--- src/hdl/y2r_pkg.sv ---
// Shared types, constants and the per-channel helper functions of the YUYV to RGB888 converter.
package y2r_pkg;

  localparam int unsigned ByteW    = 8;
  localparam int unsigned GainW    = 9;
  localparam int unsigned ChromaW  = 9;
  localparam int unsigned ProdW    = 25;
  localparam int unsigned SumW     = 27;
  localparam int unsigned FracBits = 16;
  localparam int unsigned GainShift = 8;

  localparam logic [GainW-1:0] GainReset  = 9'd220;
  localparam logic [ByteW-1:0] ChromaMid  = 8'd128;
  localparam logic [ByteW-1:0] ChannelMax = 8'd255;

  localparam logic signed [ProdW-1:0] CoefRCr = 25'sd89831;
  localparam logic signed [ProdW-1:0] CoefGCr = 25'sd45744;
  localparam logic signed [ProdW-1:0] CoefGCb = 25'sd22127;
  localparam logic signed [ProdW-1:0] CoefBCb = 25'sd113537;

  typedef struct packed {
    logic [ByteW-1:0] luma_first;
    logic [ByteW-1:0] chroma_blue;
    logic [ByteW-1:0] luma_second;
    logic [ByteW-1:0] chroma_red;
    logic             frame_end;
  } yuyv_t;

  typedef struct packed {
    logic [ByteW-1:0] red_first;
    logic [ByteW-1:0] green_first;
    logic [ByteW-1:0] blue_first;
    logic [ByteW-1:0] red_second;
    logic [ByteW-1:0] green_second;
    logic [ByteW-1:0] blue_second;
    logic             frame_end_out;
  } rgb_pair_t;

  typedef struct packed {
    logic [ByteW-1:0]        luma_first;
    logic [ByteW-1:0]        luma_second;
    logic signed [ProdW-1:0] r_cr;
    logic signed [ProdW-1:0] g_cr;
    logic signed [ProdW-1:0] g_cb;
    logic signed [ProdW-1:0] b_cb;
    logic                    frame_end;
  } chroma_prod_t;

  function automatic logic signed [ChromaW-1:0] center_chroma(input logic [ByteW-1:0] c);
    center_chroma = $signed({1'b0, c}) - $signed({1'b0, ChromaMid});
  endfunction

  function automatic logic signed [SumW-1:0] luma_term(input logic [ByteW-1:0] y);
    luma_term = $signed({{(SumW-ByteW-FracBits){1'b0}}, y, {FracBits{1'b0}}});
  endfunction

  function automatic logic [ByteW-1:0] floor_clamp(input logic signed [SumW-1:0] sum);
    logic signed [SumW-FracBits-1:0] whole;
    whole = sum[SumW-1:FracBits];
    if (whole < 0) begin
      floor_clamp = '0;
    end else if (whole > $signed({{(SumW-FracBits-ByteW){1'b0}}, ChannelMax})) begin
      floor_clamp = ChannelMax;
    end else begin
      floor_clamp = whole[ByteW-1:0];
    end
  endfunction

  function automatic logic [ByteW-1:0] apply_gain(input logic [ByteW-1:0] ch,
                                                  input logic [GainW-1:0] gain);
    logic [ByteW+GainW-1:0] prod;
    prod = (ByteW+GainW)'(ch) * (ByteW+GainW)'(gain);
    if (prod[ByteW+GainW-1:GainShift] > {1'b0, ChannelMax}) begin
      apply_gain = ChannelMax;
    end else begin
      apply_gain = prod[GainShift+ByteW-1:GainShift];
    end
  endfunction

endpackage

--- src/hdl/yuyv_to_rgb888_converter.sv ---
// Top level of the YUYV 4:2:2 to RGB888 converter with output gain.
//
// Input channel (in_valid_i / in_stall_o / in_data_i) carries one YUYV word per
// transaction; output channel (out_valid_o / out_stall_i / out_data_o) carries
// the two RGB888 pixels of that word plus the frame end flag.
// A transaction completes on a rising edge with valid high and stall low.
// Throughput: one word per cycle while out_stall_i is low. Each accepted word
// passes through the three register stages (chroma products, luma add and clamp,
// gain multiply into the output register) before it reaches out_data_o with
// out_valid_o high.
// Receiver stall: each stage holds while its successor is full and stalled;
// bubbles are squeezed out, so in_stall_o rises only once all three stages hold
// data. Nothing is dropped or repeated.
// Configuration: cfg_valid_i / cfg_ready_o / cfg_data_i write the 9-bit gain;
// cfg_ready_o is always high. Write it only while the pipeline is empty.
// Reset: rst_ni clears all stage valid bits and sets the gain to 220.
module yuyv_to_rgb888_converter (
  input  logic                        clk_i,
  input  logic                        rst_ni,
  input  logic                        in_valid_i,
  output logic                        in_stall_o,
  input  y2r_pkg::yuyv_t              in_data_i,
  output logic                        out_valid_o,
  input  logic                        out_stall_i,
  output y2r_pkg::rgb_pair_t          out_data_o,
  input  logic                        cfg_valid_i,
  output logic                        cfg_ready_o,
  input  logic [y2r_pkg::GainW-1:0]   cfg_data_i
);

  logic [y2r_pkg::GainW-1:0] gain_q;
  logic [y2r_pkg::GainW-1:0] gain_d;
  logic                      s1_valid;
  logic                      s1_stall;
  y2r_pkg::chroma_prod_t     s1_data;
  logic                      s2_valid;
  logic                      s2_stall;
  y2r_pkg::rgb_pair_t        s2_data;

  assign cfg_ready_o = 1'b1;
  assign gain_d      = (cfg_valid_i && cfg_ready_o) ? cfg_data_i : gain_q;

  always_ff @(posedge clk_i or negedge rst_ni) begin
    if (!rst_ni) begin
      gain_q <= y2r_pkg::GainReset;
    end else begin
      gain_q <= gain_d;
    end
  end

  y2r_chroma_stage u_chroma (
    .clk_i   (clk_i),
    .rst_ni  (rst_ni),
    .valid_i (in_valid_i),
    .stall_o (in_stall_o),
    .data_i  (in_data_i),
    .valid_o (s1_valid),
    .stall_i (s1_stall),
    .data_o  (s1_data)
  );

  y2r_clamp_stage u_clamp (
    .clk_i   (clk_i),
    .rst_ni  (rst_ni),
    .valid_i (s1_valid),
    .stall_o (s1_stall),
    .data_i  (s1_data),
    .valid_o (s2_valid),
    .stall_i (s2_stall),
    .data_o  (s2_data)
  );

  y2r_gain_stage u_gain (
    .clk_i   (clk_i),
    .rst_ni  (rst_ni),
    .gain_i  (gain_q),
    .valid_i (s2_valid),
    .stall_o (s2_stall),
    .data_i  (s2_data),
    .valid_o (out_valid_o),
    .stall_i (out_stall_i),
    .data_o  (out_data_o)
  );

  a_stall_only_when_full: assert property (@(posedge clk_i) disable iff (!rst_ni)
    in_stall_o |-> (s1_valid && s2_valid && out_valid_o))
    else $error("input stalled while a stage is empty");

  a_item_reaches_output: assert property (@(posedge clk_i) disable iff (!rst_ni)
    (in_valid_i && !in_stall_o) ##1 !out_stall_i ##1 !out_stall_i |=> out_valid_o)
    else $error("accepted word did not reach the output");

  a_zero_gain_black: assert property (@(posedge clk_i) disable iff (!rst_ni)
    (s2_valid && !s2_stall && gain_q == '0) |=>
      (out_data_o.red_first == '0 && out_data_o.green_first == '0 &&
       out_data_o.blue_first == '0 && out_data_o.red_second == '0 &&
       out_data_o.green_second == '0 && out_data_o.blue_second == '0))
    else $error("nonzero channel with zero gain");

endmodule

--- src/hdl/y2r_chroma_stage.sv ---
// First pipeline stage: centers the chroma and forms the four coefficient products.
module y2r_chroma_stage (
  input  logic                  clk_i,
  input  logic                  rst_ni,
  input  logic                  valid_i,
  output logic                  stall_o,
  input  y2r_pkg::yuyv_t        data_i,
  output logic                  valid_o,
  input  logic                  stall_i,
  output y2r_pkg::chroma_prod_t data_o
);

  logic                         valid_q;
  logic                         adv;
  y2r_pkg::chroma_prod_t        data_d;
  y2r_pkg::chroma_prod_t        data_q;
  logic signed [y2r_pkg::ChromaW-1:0] cb;
  logic signed [y2r_pkg::ChromaW-1:0] cr;

  assign adv     = !valid_q || !stall_i;
  assign stall_o = !adv;
  assign valid_o = valid_q;
  assign data_o  = data_q;

  always_comb begin
    cb = y2r_pkg::center_chroma(data_i.chroma_blue);
    cr = y2r_pkg::center_chroma(data_i.chroma_red);
    data_d.luma_first  = data_i.luma_first;
    data_d.luma_second = data_i.luma_second;
    data_d.r_cr        = y2r_pkg::CoefRCr * y2r_pkg::ProdW'(cr);
    data_d.g_cr        = y2r_pkg::CoefGCr * y2r_pkg::ProdW'(cr);
    data_d.g_cb        = y2r_pkg::CoefGCb * y2r_pkg::ProdW'(cb);
    data_d.b_cb        = y2r_pkg::CoefBCb * y2r_pkg::ProdW'(cb);
    data_d.frame_end   = data_i.frame_end;
  end

  always_ff @(posedge clk_i or negedge rst_ni) begin
    if (!rst_ni) begin
      valid_q <= 1'b0;
    end else if (adv) begin
      valid_q <= valid_i;
    end
  end

  always_ff @(posedge clk_i) begin
    if (adv && valid_i) begin
      data_q <= data_d;
    end
  end

endmodule

--- src/hdl/y2r_clamp_stage.sv ---
// Second pipeline stage: adds luma to the products (green subtracts them), floors and clamps all six channels.
module y2r_clamp_stage (
  input  logic                  clk_i,
  input  logic                  rst_ni,
  input  logic                  valid_i,
  output logic                  stall_o,
  input  y2r_pkg::chroma_prod_t data_i,
  output logic                  valid_o,
  input  logic                  stall_i,
  output y2r_pkg::rgb_pair_t    data_o
);

  logic                      valid_q;
  logic                      adv;
  y2r_pkg::rgb_pair_t        data_d;
  y2r_pkg::rgb_pair_t        data_q;
  logic signed [y2r_pkg::SumW-1:0] y0;
  logic signed [y2r_pkg::SumW-1:0] y1;
  logic signed [y2r_pkg::SumW-1:0] r_cr;
  logic signed [y2r_pkg::SumW-1:0] g_c;
  logic signed [y2r_pkg::SumW-1:0] b_cb;

  assign adv     = !valid_q || !stall_i;
  assign stall_o = !adv;
  assign valid_o = valid_q;
  assign data_o  = data_q;

  always_comb begin
    y0   = y2r_pkg::luma_term(data_i.luma_first);
    y1   = y2r_pkg::luma_term(data_i.luma_second);
    r_cr = y2r_pkg::SumW'(data_i.r_cr);
    g_c  = y2r_pkg::SumW'(data_i.g_cr) + y2r_pkg::SumW'(data_i.g_cb);
    b_cb = y2r_pkg::SumW'(data_i.b_cb);
    data_d.red_first     = y2r_pkg::floor_clamp(y0 + r_cr);
    data_d.green_first   = y2r_pkg::floor_clamp(y0 - g_c);
    data_d.blue_first    = y2r_pkg::floor_clamp(y0 + b_cb);
    data_d.red_second    = y2r_pkg::floor_clamp(y1 + r_cr);
    data_d.green_second  = y2r_pkg::floor_clamp(y1 - g_c);
    data_d.blue_second   = y2r_pkg::floor_clamp(y1 + b_cb);
    data_d.frame_end_out = data_i.frame_end;
  end

  always_ff @(posedge clk_i or negedge rst_ni) begin
    if (!rst_ni) begin
      valid_q <= 1'b0;
    end else if (adv) begin
      valid_q <= valid_i;
    end
  end

  always_ff @(posedge clk_i) begin
    if (adv && valid_i) begin
      data_q <= data_d;
    end
  end

endmodule

--- src/hdl/y2r_gain_stage.sv ---
// Third pipeline stage and output register: scales each channel by the gain and saturates.
module y2r_gain_stage (
  input  logic                        clk_i,
  input  logic                        rst_ni,
  input  logic [y2r_pkg::GainW-1:0]   gain_i,
  input  logic                        valid_i,
  output logic                        stall_o,
  input  y2r_pkg::rgb_pair_t          data_i,
  output logic                        valid_o,
  input  logic                        stall_i,
  output y2r_pkg::rgb_pair_t          data_o
);

  logic               valid_q;
  logic               adv;
  y2r_pkg::rgb_pair_t data_d;
  y2r_pkg::rgb_pair_t data_q;

  assign adv     = !valid_q || !stall_i;
  assign stall_o = !adv;
  assign valid_o = valid_q;
  assign data_o  = data_q;

  always_comb begin
    data_d.red_first     = y2r_pkg::apply_gain(data_i.red_first, gain_i);
    data_d.green_first   = y2r_pkg::apply_gain(data_i.green_first, gain_i);
    data_d.blue_first    = y2r_pkg::apply_gain(data_i.blue_first, gain_i);
    data_d.red_second    = y2r_pkg::apply_gain(data_i.red_second, gain_i);
    data_d.green_second  = y2r_pkg::apply_gain(data_i.green_second, gain_i);
    data_d.blue_second   = y2r_pkg::apply_gain(data_i.blue_second, gain_i);
    data_d.frame_end_out = data_i.frame_end_out;
  end

  always_ff @(posedge clk_i or negedge rst_ni) begin
    if (!rst_ni) begin
      valid_q <= 1'b0;
    end else if (adv) begin
      valid_q <= valid_i;
    end
  end

  always_ff @(posedge clk_i) begin
    if (adv && valid_i) begin
      data_q <= data_d;
    end
  end

endmodule
--- config.mk ---
export PLATFORM = sky130hd
export DESIGN_NAME = yuyv_to_rgb888_converter
export DESIGN_NICKNAME = d
export VERILOG_FILES = /design/src/hdl/y2r_pkg.sv /design/src/hdl/yuyv_to_rgb888_converter.sv /design/src/hdl/y2r_chroma_stage.sv /design/src/hdl/y2r_clamp_stage.sv /design/src/hdl/y2r_gain_stage.sv
export SDC_FILE = /design/constraint.sdc
export NUM_CORES = 2
export LEC_CHECK = 0
export BUFFER_PORTS_ARGS = -buffer_cell sky130_fd_sc_hd__buf_4
export CAP_MARGIN = 40
export CORE_ASPECT_RATIO = 1.4
export CORE_MARGIN = 8
export CORE_UTILIZATION = 30
export DETAILED_ROUTE_END_ITERATION = 10
export PLACE_DENSITY = 0.51
export SLEW_MARGIN = 20
export SYNTH_ARGS = -nofsm -noshare
export SYNTH_HDL_FRONTEND = slang
export SYNTH_HIERARCHICAL = 1
export SYNTH_SLANG_ARGS = --single-unit
--- constraint.sdc ---
create_clock -name clk_i -period 6.5 [get_ports clk_i]
set_input_delay 0.325 -clock clk_i [delete_from_list [all_inputs] [get_ports clk_i]]
set_output_delay 0.325 -clock clk_i [all_outputs]
set_load 0.02 [all_outputs]
==> reports/metrics.sh <==
FINAL_NET_COUNT=4284
SYN-CELL-AREA_MM2=0.0319
CTS_BUFFER_COUNT=17
LAYOUT.AREA.SEQ_MM2=0.00568
GRT_SETUP_UNREPAIRED='no'
REPORT.FINAL.HOLD_VIOL_COUNT=0
FINAL_ANTENNA_NET_COUNT=0
CRITICAL_PATH.MAX_FANOUT=27
DETAIL_ROUTE.ITER0.VIOLATIONS=867
SYNTH.AVG_CELL_AREA_UM2=9.81
GRT_PASS1_WL_UM=125000
SETUP_VIOLATIONS=0
TRITONCTS='done'
CTS.ROOT.BUFFER_CELL='sky130_fd_sc_hd__clkbuf_16'
WORST_SETUP_PATH_END_KIND='register'
DIE_W_UM=291
CTS_BUFFER_DEPTH=2
MOSTFREQUENTLAYOUTCELLS='sky130_fd_sc_hd__inv_1 (590), sky130_fd_sc_hd__ha_1 (517), sky130_fd_sc_hd__fa_1 (375)'
GLOBALROUTETOTALUTIL_PCT=13.3
FIRST_GLOBAL_VIAS=23600
CTS.SINKS=191
PATH_CELLS='buf_4 -> and2_1 -> fa_1 -> fa_1 -> fa_1 -> inv_1 -> fa_1 -> inv_1 -> ha_1 -> a21o_1 -> a21oi_1 -> o21bai_1 -> a21oi_1 -> o22ai_1 -> a221oi_4 -> o21ai_2'
TIMING.CRITICAL_PATH.FROM='gain_q[6]'
POSTSYNTHCELLCOUNT=3247
FOOTPRINT_OF_THE_MULTI_INPUT_GATES_MM2=0.0237
CP_SLOWEST_CELL='sky130_fd_sc_hd__dfstp_2'
START_UTIL_PCT=30.2
VIASPERCELL=4.69
GROUTE.LAYER.MET3.USAGE_PCT=1.62
DIE_AREA_MM2=0.117
FILL_CELLS=10900
PLACEMENT_ROWS=141
MIN_PERIOD_NS=5.55
USE_MET1_PCT=15.2
R2R.WORST_PATH.CELLS=16
DRIVE_GT1_SHARE_PCT=6.91
VIA_COUNT_OF_THE_ROUTED_DESIGN=22100
CTS-RESIZED-GATES=0
POST-DP-HPWL_UM=65100
HOLD_DEPTH=1
FINAL_MAX_SLEW_VIOL_COUNT=0
SETUP_TOTAL_NEGATIVE_SLACK_NS=0
CRITPATHMOSTFREQUENTCELL='sky130_fd_sc_hd__fa_1'
HTREE_NUM_LEVELS=4
CRITPATHREQUIREDTIME_NS=6.74
POST_CTS.REPAIR.SETUP_BUFFERS=0
PLACE_CONGESTION=0.839
ROUTED_WIRELENGTH_UM=77000
SKEW_NS=0.0197
WORST_SETUP_HOLD_PATH_CLK_SLEW_NS=0.09
HOLD_BUFFERS=16
INITIAL_ANTENNA_VIOLATION_COUNT=0
FINAL_AREA_MM2=0.0351
STARTPOINT_OF_THE_WORST_REGISTER_TO_REGISTER_PATH='gain_q[6]'
RELSLEWSLACK_PCT=49.6
MAX_STAGE_DELAY_NS=0.96
CP-START-KIND='register'
HOLD_START='in_data_i[28]'
FIN_WS_NS=0.951
DRT-PASS1-ITER-COUNT=5
MOST_COMMON_CELL_AFTER_LAYOUT_FILL_AND_TAPS_ASIDE='sky130_fd_sc_hd__inv_1'
TIMING.HOLD.WORST.CLASS='input pin to register'
DETAILED_PLACE.AREA_MM2=0.0343
IOPINCOUNT=99
TIMING.FMAX_MHz=180
FP.DIEH_UM=402
POST-ROUTE-DRC-COUNT=0
FINALCRITPERIODSHARE_PCT=85.4
GRT_MOST_USED_LAYER='met2'
DRV.MAX_CAP_VIOLATION_COUNT=0
ROUTED_LENGTH_PER_PLACED_INSTANCE_UM=16.3
R2R-END='u_gain/data_o[48]'
CLKLATENCYLATEPIN_NS=0.51
CRITICALPATHCATEGORY='register to register'
YS_WARN_COUNT=6
MAXIMUM_NUMBER_OF_PINS_ON_ONE_NET_BEFORE_GLOBAL_ROUTE_REPAIR=59
REG2REG_SLACK_NS=0.95
WORST_PATH_ARRIVAL_NS=5.79
GRT_UTIL_MET2_PCT=25.4
WORST_SLEW_PIN_SLEW_NS=0.757
DESIGN.CORE.AREA_MM2=0.105
SYN_TO_FINAL_GROWTH_PCT=10.1
NUMPORTBUFFERS=97
GRT_OVERFLOW=0
PRE_CTS_WS_NS=0.923
RUN_STATUS='completed'
HOLD_PATH_END='u_chroma/data_o[112]'
==> flip-flops by register name, indices dropped and copies added (netlist names) <==
signal,count
u_clamp/valid_o,1
u_chroma/valid_o,1
u_gain/valid_o,1
u_gain/data_o,49
u_clamp/data_o,49
gain_q,9
u_chroma/data_o,81
==> routing by layer <==
layer	up-vias	wire (um)
met2	231	40800
met1	10900	32300
met5	-	0
met4	0	2250
met3	93	1710
li1	10900	-
==> worst max-delay path: cells and delay by family (launching register included) <==
kind / cells / cell delay [ns]
adder cells (fa/ha/maj): 5 / 2.34
AO/OA/AOI/OAI: 7 / 1.41
flip-flops: 1 / 0.96
buffers and inverters: 3 / 0.39
AND/OR/NAND/NOR: 1 / 0.16
==> stage by stage <==
step	hold slack (ns)	instances	utilization, %
4_1_cts	0.00124	4715	33.2
6_report	0.0381	4717	33.2
3_3_place_gp	0.203	4664	32.4
3_5_place_dp	0.204	4667	32.5
2_1_floorplan	0.0294	3250	-
5_1_grt	0.00361	4716	33.2
==> layout make-up <==
| type | instances | share of cell area (%) |
|---|---|---|
| flip-flops and latches | 191 | 16.2 |
| inverters | 590 | 6.31 |
| clock buffers | 17 | 1.21 |
| clock inverters | 15 | 0.514 |
| multi-input cells | 2406 | 67.6 |
| repair buffers | 139 | 3.27 |
| diodes | 1 | 0.00714 |
| well taps | 1358 | 4.84 |
==> worst max path at each step <==
| stage | end | slack, ns |
|---|---|---|
| after floorplan | u_gain/data_o[24] | 1.30 |
| after global placement | u_gain/data_o[44] | 0.96 |
| after detailed placement | u_gain/data_o[28] | 0.92 |
| after CTS | u_gain/data_o[28] | 0.90 |
| after global routing | u_gain/data_o[41] | 0.57 |
| final | u_gain/data_o[48] | 0.95 |
Power is not shown: default switching activity piles up to over one toggle a cycle in this logic, so the estimate is an artifact.
